File: config.mk
export PLATFORM = sky130hd
export DESIGN_NAME = cursor_list_engine_unit
export DESIGN_NICKNAME = d
export VERILOG_FILES = /design/src/hdl/cle_pkg.sv /design/src/hdl/cursor_list_engine_unit.sv
export VERILOG_INCLUDE_DIRS = /design/src /design/src/hdl
export SDC_FILE = /design/constraint.sdc
export NUM_CORES = 2
export LEC_CHECK = 0
export ABC_AREA = 1
export BUFFER_PORTS_ARGS = -buffer_cell sky130_fd_sc_hd__buf_4
export CAP_MARGIN = 10
export CORE_MARGIN = 4
export CORE_UTILIZATION = 39
export DETAILED_ROUTE_END_ITERATION = 8
export GPL_TIMING_DRIVEN = 0
export HOLD_SLACK_MARGIN = 0.02
export PLACE_DENSITY_LB_ADDON = 0.2
export SYNTH_ARGS = -nofsm -noshare
export SYNTH_HDL_FRONTEND = slang
export SYNTH_SLANG_ARGS = --single-unit
File: constraint.sdc
create_clock -name clk -period 5.6 [get_ports clk]
set_input_delay 0.28 -clock clk [delete_from_list [all_inputs] [get_ports clk]]
set_output_delay 0.28 -clock clk [all_outputs]
set_load 0.02 [all_outputs]
File: src/hdl/cursor_list_engine_unit_assert.svh
// assertion macros for the cursor list engine, sampled on clk and disabled in reset
`ifndef CURSOR_LIST_ENGINE_UNIT_ASSERT_SVH
`define CURSOR_LIST_ENGINE_UNIT_ASSERT_SVH

// condition holds at every edge
`define CLE_CHECK(lbl, cond) \
  lbl: assert property (@(posedge clk) disable iff (!rst_n) (cond)) \
    else $error("cle check failed");

// consequent holds in the same cycle
`define CLE_IMPLY(lbl, ante, cons) \
  lbl: assert property (@(posedge clk) disable iff (!rst_n) (ante) |-> (cons)) \
    else $error("cle implication failed");

// consequent holds in the cycle after the antecedent
`define CLE_FOLLOW(lbl, ante, cons) \
  lbl: assert property (@(posedge clk) disable iff (!rst_n) (ante) |=> (cons)) \
    else $error("cle sequence failed");

`endif

File: src/hdl/cle_pkg.sv
// shared types and constants of the cursor list engine
`default_nettype none

package cle_pkg;

  localparam int CAPACITY_DEF = 64;
  localparam int WORD_W       = 32;
  localparam int COUNT_W      = 7;
  localparam int KIND_W       = 3;
  localparam int STATUS_W     = 3;

  typedef enum logic [KIND_W-1:0] {
    KIND_INSERT = 3'd0,
    KIND_ERASE  = 3'd1,
    KIND_BEGIN  = 3'd2,
    KIND_END    = 3'd3,
    KIND_FWD    = 3'd4,
    KIND_BACK   = 3'd5,
    KIND_PRINT  = 3'd6,
    KIND_SIZE   = 3'd7
  } kind_t;

  typedef enum logic [STATUS_W-1:0] {
    ST_OK       = 3'd0,
    ST_FULL     = 3'd1,
    ST_AT_END   = 3'd2,
    ST_AT_BEGIN = 3'd3,
    ST_NO_PRINT = 3'd4
  } status_t;

endpackage

`default_nettype wire

File: src/hdl/cursor_list_engine_unit.sv
// cursor list engine: doubly linked list in link memories with one cursor
//
//  channel | dir | handshake          | payload
//  --------+-----+--------------------+-------------------------------------------
//  in_     | in  | in_valid/in_stall  | in_kind, in_word_in
//  out_    | out | out_valid/out_stall| out_word_out, out_has_word, out_count,
//          |     |                    | out_status, out_last
//
// after reset a sweep writes all CAPACITY+2 nodes of the link memories, in_stall high
// one command at a time: insert runs INS_A, INS_B, erase ERS_A, ERS_B, begin/step
//   MOVE or BACK, each then RESP; end/size and flagged insert/erase/forward/print go
//   straight to RESP; the steps are set by the single write port of each link memory
// print emits one element per cycle unless stalled (link read feeds next read address)
// the result register lets a new command be taken while a result waits on out_stall
`default_nettype none

module cursor_list_engine_unit #(
  parameter int CAPACITY = cle_pkg::CAPACITY_DEF
) (
  input  wire logic                             clk,
  input  wire logic                             rst_n,
  input  wire logic                             in_valid,
  output      logic                             in_stall,
  input  wire logic [cle_pkg::KIND_W-1:0]       in_kind,
  input  wire logic signed [cle_pkg::WORD_W-1:0] in_word_in,
  output      logic                             out_valid,
  input  wire logic                             out_stall,
  output      logic signed [cle_pkg::WORD_W-1:0] out_word_out,
  output      logic                             out_has_word,
  output      logic [cle_pkg::COUNT_W-1:0]      out_count,
  output      logic [cle_pkg::STATUS_W-1:0]     out_status,
  output      logic                             out_last
);

  localparam int NODES = CAPACITY + 2;
  localparam int IW    = $clog2(NODES);
  localparam int SW    = $clog2(CAPACITY);
  localparam int CW    = cle_pkg::COUNT_W;
  localparam int WW    = cle_pkg::WORD_W;

  localparam logic [IW-1:0] HEAD      = IW'(CAPACITY);
  localparam logic [IW-1:0] TAIL      = IW'(CAPACITY + 1);
  localparam logic [IW-1:0] LAST_SLOT = IW'(CAPACITY - 1);
  localparam logic [IW-1:0] LAST_NODE = IW'(NODES - 1);
  localparam logic [CW-1:0] CNT_CAP   = CW'(CAPACITY);
  localparam logic [CW-1:0] PK_LAST   = CW'(CAPACITY - 1);

  typedef enum logic [3:0] {
    ST_INIT, ST_IDLE, ST_INS_A, ST_INS_B, ST_ERS_A, ST_ERS_B,
    ST_MOVE, ST_BACK, ST_PRINT, ST_RESP
  } state_t;

  function automatic logic [IW-1:0] next_rst(input logic [IW-1:0] i);
    logic [IW-1:0] r;
    if (i < LAST_SLOT) r = i + IW'(1);
    else if (i == LAST_SLOT || i == HEAD) r = TAIL;
    else r = '0;
    return r;
  endfunction

  function automatic logic [IW-1:0] prev_rst(input logic [IW-1:0] i);
    return (i == TAIL) ? HEAD : '0;
  endfunction

  // memories
  logic [IW-1:0] nx_mem [NODES];
  logic [IW-1:0] pv_mem [NODES];
  logic [WW-1:0] wd_mem [CAPACITY];

  logic          nx_we, nx_re, pv_we, pv_re, wd_we, wd_re;
  logic [IW-1:0] nx_wa, nx_wd, nx_ra, pv_wa, pv_wd, pv_ra;
  logic [SW-1:0] wd_wa, wd_ra;
  logic [WW-1:0] wd_wd;
  logic [IW-1:0] nx_rd_r, pv_rd_r;
  logic [WW-1:0] wd_rd_r;

  always_ff @(posedge clk) begin
    if (nx_we) nx_mem[nx_wa] <= nx_wd;
    if (nx_re) nx_rd_r <= nx_mem[nx_ra];
  end

  always_ff @(posedge clk) begin
    if (pv_we) pv_mem[pv_wa] <= pv_wd;
    if (pv_re) pv_rd_r <= pv_mem[pv_ra];
  end

  always_ff @(posedge clk) begin
    if (wd_we) wd_mem[wd_wa] <= wd_wd;
    if (wd_re) wd_rd_r <= wd_mem[wd_ra];
  end

  // control and result registers
  state_t               state_r, state_nxt;
  logic [IW-1:0]        cursor_r, cursor_nxt;
  logic [IW-1:0]        free_head_r, free_head_nxt;
  logic [CW-1:0]        count_r, count_nxt;
  logic [IW-1:0]        init_r, init_nxt;
  logic [CW-1:0]        pk_r, pk_nxt;
  cle_pkg::status_t     status_r, status_nxt;
  logic                 out_valid_r, out_valid_nxt;
  logic [WW-1:0]        out_word_r, out_word_nxt;
  logic                 out_has_r, out_has_nxt;
  logic [CW-1:0]        out_count_r, out_count_nxt;
  cle_pkg::status_t     out_status_r, out_status_nxt;
  logic                 out_last_r, out_last_nxt;

  logic out_free, out_load, cur_is_slot, pr_fin;

  assign out_free    = !out_valid_r || !out_stall;
  assign cur_is_slot = cursor_r < HEAD;
  assign pr_fin      = (nx_rd_r >= HEAD) || (pk_r == PK_LAST);

  always_comb begin
    state_nxt      = state_r;
    cursor_nxt     = cursor_r;
    free_head_nxt  = free_head_r;
    count_nxt      = count_r;
    init_nxt       = init_r;
    pk_nxt         = pk_r;
    status_nxt     = status_r;
    out_load       = 1'b0;
    out_word_nxt   = out_word_r;
    out_has_nxt    = out_has_r;
    out_count_nxt  = out_count_r;
    out_status_nxt = out_status_r;
    out_last_nxt   = out_last_r;
    nx_we = 1'b0; nx_wa = cursor_r; nx_wd = free_head_r;
    pv_we = 1'b0; pv_wa = cursor_r; pv_wd = free_head_r;
    nx_re = 1'b0; nx_ra = cursor_r;
    pv_re = 1'b0; pv_ra = cursor_r;
    wd_we = 1'b0; wd_wa = free_head_r[SW-1:0]; wd_wd = in_word_in;
    wd_re = 1'b0; wd_ra = cursor_r[SW-1:0];

    unique case (state_r)
      ST_INIT: begin
        nx_we    = 1'b1;
        nx_wa    = init_r;
        nx_wd    = next_rst(init_r);
        pv_we    = 1'b1;
        pv_wa    = init_r;
        pv_wd    = prev_rst(init_r);
        init_nxt = init_r + IW'(1);
        if (init_r == LAST_NODE) state_nxt = ST_IDLE;
      end
      ST_IDLE: begin
        if (in_valid) begin
          status_nxt = cle_pkg::ST_OK;
          state_nxt  = ST_RESP;
          unique case (cle_pkg::kind_t'(in_kind))
            cle_pkg::KIND_INSERT: begin
              if (count_r >= CNT_CAP) begin
                status_nxt = cle_pkg::ST_FULL;
              end else begin
                wd_we     = 1'b1;
                nx_re     = 1'b1;
                nx_ra     = free_head_r;
                pv_re     = 1'b1;
                state_nxt = ST_INS_A;
              end
            end
            cle_pkg::KIND_ERASE: begin
              if (!cur_is_slot) begin
                status_nxt = cle_pkg::ST_AT_END;
              end else begin
                nx_re     = 1'b1;
                pv_re     = 1'b1;
                state_nxt = ST_ERS_A;
              end
            end
            cle_pkg::KIND_BEGIN: begin
              nx_re     = 1'b1;
              nx_ra     = HEAD;
              state_nxt = ST_MOVE;
            end
            cle_pkg::KIND_END: begin
              cursor_nxt = TAIL;
            end
            cle_pkg::KIND_FWD: begin
              if (!cur_is_slot) begin
                status_nxt = cle_pkg::ST_AT_END;
              end else begin
                nx_re     = 1'b1;
                state_nxt = ST_MOVE;
              end
            end
            cle_pkg::KIND_BACK: begin
              pv_re     = 1'b1;
              state_nxt = ST_BACK;
            end
            cle_pkg::KIND_PRINT: begin
              if (!cur_is_slot) begin
                status_nxt = cle_pkg::ST_NO_PRINT;
              end else begin
                wd_re     = 1'b1;
                nx_re     = 1'b1;
                pk_nxt    = '0;
                state_nxt = ST_PRINT;
              end
            end
            cle_pkg::KIND_SIZE: begin
              status_nxt = cle_pkg::ST_OK;
            end
            default: begin
              status_nxt = cle_pkg::ST_OK;
            end
          endcase
        end
      end
      ST_INS_A: begin
        // splice new slot after the node before the cursor
        nx_we     = 1'b1;
        nx_wa     = pv_rd_r;
        nx_wd     = free_head_r;
        pv_we     = 1'b1;
        pv_wa     = free_head_r;
        pv_wd     = pv_rd_r;
        state_nxt = ST_INS_B;
      end
      ST_INS_B: begin
        nx_we         = 1'b1;
        nx_wa         = free_head_r;
        nx_wd         = cursor_r;
        pv_we         = 1'b1;
        pv_wa         = cursor_r;
        pv_wd         = free_head_r;
        free_head_nxt = nx_rd_r;
        count_nxt     = count_r + CW'(1);
        state_nxt     = ST_RESP;
      end
      ST_ERS_A: begin
        nx_we     = 1'b1;
        nx_wa     = pv_rd_r;
        nx_wd     = nx_rd_r;
        pv_we     = 1'b1;
        pv_wa     = nx_rd_r;
        pv_wd     = pv_rd_r;
        state_nxt = ST_ERS_B;
      end
      ST_ERS_B: begin
        // freed slot goes to the front of the free chain
        nx_we         = 1'b1;
        nx_wa         = cursor_r;
        nx_wd         = free_head_r;
        free_head_nxt = cursor_r;
        if (count_r != '0) count_nxt = count_r - CW'(1);
        cursor_nxt    = nx_rd_r;
        state_nxt     = ST_RESP;
      end
      ST_MOVE: begin
        cursor_nxt = nx_rd_r;
        state_nxt  = ST_RESP;
      end
      ST_BACK: begin
        if (pv_rd_r == HEAD) status_nxt = cle_pkg::ST_AT_BEGIN;
        else cursor_nxt = pv_rd_r;
        state_nxt = ST_RESP;
      end
      ST_PRINT: begin
        if (out_free) begin
          out_load       = 1'b1;
          out_word_nxt   = wd_rd_r;
          out_has_nxt    = 1'b1;
          out_count_nxt  = count_r;
          out_status_nxt = cle_pkg::ST_OK;
          out_last_nxt   = pr_fin;
          if (pr_fin) begin
            cursor_nxt = TAIL;
            state_nxt  = ST_IDLE;
          end else begin
            // read data holds while stalled, so follow the link only on emit
            wd_re  = 1'b1;
            wd_ra  = nx_rd_r[SW-1:0];
            nx_re  = 1'b1;
            nx_ra  = nx_rd_r;
            pk_nxt = pk_r + CW'(1);
          end
        end
      end
      ST_RESP: begin
        if (out_free) begin
          out_load       = 1'b1;
          out_word_nxt   = '0;
          out_has_nxt    = 1'b0;
          out_count_nxt  = count_r;
          out_status_nxt = status_r;
          out_last_nxt   = 1'b1;
          state_nxt      = ST_IDLE;
        end
      end
      default: begin
        state_nxt = ST_IDLE;
      end
    endcase

    if (out_load) out_valid_nxt = 1'b1;
    else if (!out_stall) out_valid_nxt = 1'b0;
    else out_valid_nxt = out_valid_r;
  end

  always_ff @(posedge clk) begin
    if (!rst_n) begin
      state_r     <= ST_INIT;
      init_r      <= '0;
      cursor_r    <= TAIL;
      free_head_r <= '0;
      count_r     <= '0;
      out_valid_r <= 1'b0;
    end else begin
      state_r      <= state_nxt;
      init_r       <= init_nxt;
      cursor_r     <= cursor_nxt;
      free_head_r  <= free_head_nxt;
      count_r      <= count_nxt;
      out_valid_r  <= out_valid_nxt;
      pk_r         <= pk_nxt;
      status_r     <= status_nxt;
      out_word_r   <= out_word_nxt;
      out_has_r    <= out_has_nxt;
      out_count_r  <= out_count_nxt;
      out_status_r <= out_status_nxt;
      out_last_r   <= out_last_nxt;
    end
  end

  assign in_stall     = (state_r != ST_IDLE);
  assign out_valid    = out_valid_r;
  assign out_word_out = out_word_r;
  assign out_has_word = out_has_r;
  assign out_count    = out_count_r;
  assign out_status   = out_status_r;
  assign out_last     = out_last_r;

`include "cursor_list_engine_unit_assert.svh"

  `CLE_CHECK(a_count_bound, count_r <= CNT_CAP)
  `CLE_CHECK(a_cursor_not_head, cursor_r != HEAD)
  `CLE_IMPLY(a_free_slot, count_r < CNT_CAP, free_head_r < HEAD)
  `CLE_IMPLY(a_word_ok, out_valid_r && out_has_r, out_status_r == cle_pkg::ST_OK)
  `CLE_FOLLOW(a_print_run, out_valid_r && !out_stall && !out_last_r, out_valid_r)

endmodule

`default_nettype wire

==> impl_results.md <==
* Status: complete, but fails checks
* Failing checks: DRC
* Placed inst area at 135000 um^2
* Hold Path Class: input pin to register
* Top Ports at 85
* Area Overhead vs Synth at 16.5%
* Initial Util at 39.2%
* Yosys cell types at 54
* RD Place Congestion at 0.981
* WL final at 504000 um
* RSZ-0062 raised after global routing: no
* NumNets Final at 10489
* Synth Area in Compound Gates at 10.7%
* Post-Synth Simple-Gate Area at 11.4%
* Site Rows at 208
* # DRC at 1
* Vias at 91120
* Crit path required time at 6.24 ns
* Worst Path Class, Setup: register to register
* Most used standard cell by instance count after synthesis: edfxtp_1
* Die area at 332000 um^2
* #FFs+latches synth at 3105
* Yosys top cell area share at 73.3%
* Final Max Tran Viols at 0
* Inserted Clock Buffers at 331
* Post_cts resized at 0
* Vias in the first global route at 84807
* DRT iter0 DRCs at 14343
* Avg Synthesized Cell Area at 12.8 um^2
* Setup Viol. Count Final at 0
* Largest net degree at the start of global routing at 65
* Port Buffer Count at 84
* Share of cells above drive strength 1 at 10.7%
* Sequential cell area at 92900 um^2
* Max-slew headroom at 4.43%
* Total GRT Usage at 29.3%
* Skew-Pair Late Insertion Delay at 0.97 ns
* TritonCTS clock tree: built
* Post-synth EDFFs at 3072
* Multi-input logic area at 28700 um^2
* Die width at 576 um
* Fillers at 28900
* Max-Cap Viols at 0
* First-pass GRT wire length at 682000 um
* Setup Buffers After CTS at 0
* Bufs on Longest Clock Path at 4
* Congestion Overflow GR at 0
* Leakage at 47.8 nW
* Placed Instances at 14380
* CTS root buffer: clkbuf_16
* Mux cell area share after synthesis at 0%
* Critical-path top delay cell: clkbuf_1
* Mapped Nets at 9893
* Initial antenna violation count at 26
* Fmax at 0.179 GHz
* Xor and xnor area share after synthesis at 0.0348%
* CP Data Arrival Time at 6.22 ns
* Mapped Area at 126000 um^2
* Core area at 321000 um^2
* Synth top area cells: edfxtp_1, nor2_1, o21ai_0
* Via density at 6.06
* Clock Sinks at 3105
* Adder-cell area share of the yosys netlist at 0.105%
* Register area share after synthesis at 73.9%
* WHS at 0.0504 ns
* Largest family of logic cells by synthesized area: simple AND/OR/NAND/NOR gates
* Synth area leader: edfxtp_1
* VDD IR-drop max at 0.273 mV
* Endpoints failing hold at 0
* Final clock skew at 0.0778 ns
* Top post-synthesis cells by count: edfxtp_1, nor2_1, o21ai_0
* First-pass DRT Iterations at 8
* Wirelength per Cell at 33.5 um
* CP most frequent cell: nand3_1
* Layout Utilization at 45.6%
* Die Span Y at 576 um
* Post-DRT Antenna Nets at 0
* Synth Instances at 9844
* Least-Margin Pin Slew at 1.43 ns
* Ys flop type: edfxtp_1
* Asr flop ratio synth at 0%
* Htree depth at 5
* Final total power at 61.4 mW
* Post-layout min period at 5.58 ns
* CTS Hold Bufs at 31
* Crit path largest cell delay at 0.75 ns
* Clock-pin slew on the worst setup and hold paths at 0.06 ns
* Nature of the critical path startpoint: register
* Design Area, Final at 147000 um^2
* Ys Warns at 0
* Period utilization at 99.7%
* Critical Path Fanout Max at 10
* Final instance count without filler cells at 15032
* Pwr dens at 419 nW/um^2
* DP HPWL at 338000 um
* Crit-path cells: ha_1, nand2_1, nor2_2, nand2_2, nand3_2, buf_6, a21oi_1, o21ai_1, o21ai_0, buf_4, buf_2, clkbuf_1, o221ai_1, nand3_1, nand3_1, nand3_1, nand2_1
* Critical Path Sink Type: register
-- layer usage --
layer  vias to the layer above  wire, um  track usage, %  part of all wire, %
li1                      37609         -               -                    -
met1                     45802    189000            38.5                   37
met2                      6395    220000            44.0                   44
met3                      1312     61200            7.77                   12
met4                         2     34400            16.9                  6.8
met5                         -        13               0               0.0026
-- critical path: cells and delay by family, from the launching register on --
family / cells / cell delay [ns]
AO/OA/AOI/OAI: 4 / 0.71
adder cells (fa/ha/maj): 1 / 0.23
buffers and inverters: 4 / 2.04
flip-flops: 1 / 0.41
AND/OR/NAND/NOR: 8 / 1.84
-- registers in the layout, indices dropped and copies added (netlist names), 3 cells and up --
register / flops
count_r: 7
cursor_r: 7
free_head_r: 7
init_r: 7
nx_mem: 462
nx_rd_r: 7
out_count: 7
out_status: 3
out_word_out: 32
pk_r: 7
pv_mem: 462
pv_rd_r: 7
state_r: 4
status_r: 3
wd_mem: 2048
wd_rd_r: 32
-- per-stage QoR --
stage               setup TNS (ns)  worst slack [ns]
detailed placement               0             0.277
finish                           0            0.0186
global placement          -4748.96             -4.18
global route                     0             0.146
floorplan                        0              1.01
CTS                              0             0.269
-- where the power goes --
group,total [mW],switching [mW],leakage (nW),internal (mW)
combinational,13.0,10.1,14.5,2.85
sequential,26.4,0.0842,28.0,26.4
clock,22.0,9.36,5.19,12.7
total,61.4,19.6,47.8,41.9
-- cell usage in the layout (no fill, tap or decap), drive strengths merged, types with 7 or more instances in the layout --
cell type	instances
edfxtp	3072
nor2	1811
o21ai	1321
nand3	857
clkbuf	747
buf	571
nand2	482
inv	478
o211ai	456
o221ai	192
o22ai	170
nand3b	140
clkinv	138
a21oi	53
bufinv	34
dfxtp	33
dlygate4sd3	32
nor3	27
diode	26
o2111ai	10
a32oi	9
ha	9
or2	9
a31oi	8
clkinvlp	7
-- cells by family after synthesis --
logic type,count (synthesis)
AOI/OAI and AO/OA,2236
xor gates and xnor gates,5
adders and majority gates,10
buffers and inverters,1150
DFF,3105
and+or+nand+nor,3338
-- path summary, 6_finish.rpt --
kind                                     from             to  slack [ns]  cells past startpoint
worst min register to register      init_r[3]      init_r[3]        0.49                      2
worst min-delay path            in_word_in[9]  wd_mem[29][9]        0.05                      1
worst max-delay path                  pk_r[0]    wd_rd_r[13]        0.02                     17
worst max register to register        pk_r[0]    wd_rd_r[13]        0.02                     17
-- final cells by class --
class                      instances  area share [%]
clock buffer                     410            5.95
buffer                           677            2.12
tap                             4305            3.68
timing repair buffer             263            2.69
sequential                      3105            63.4
multi-input combinational       5589            19.6
inverter                         473            1.22
clock inverter                   184            1.35
antenna                           26          0.0444
No activity file was read; power rests on OpenSTA's default activity.
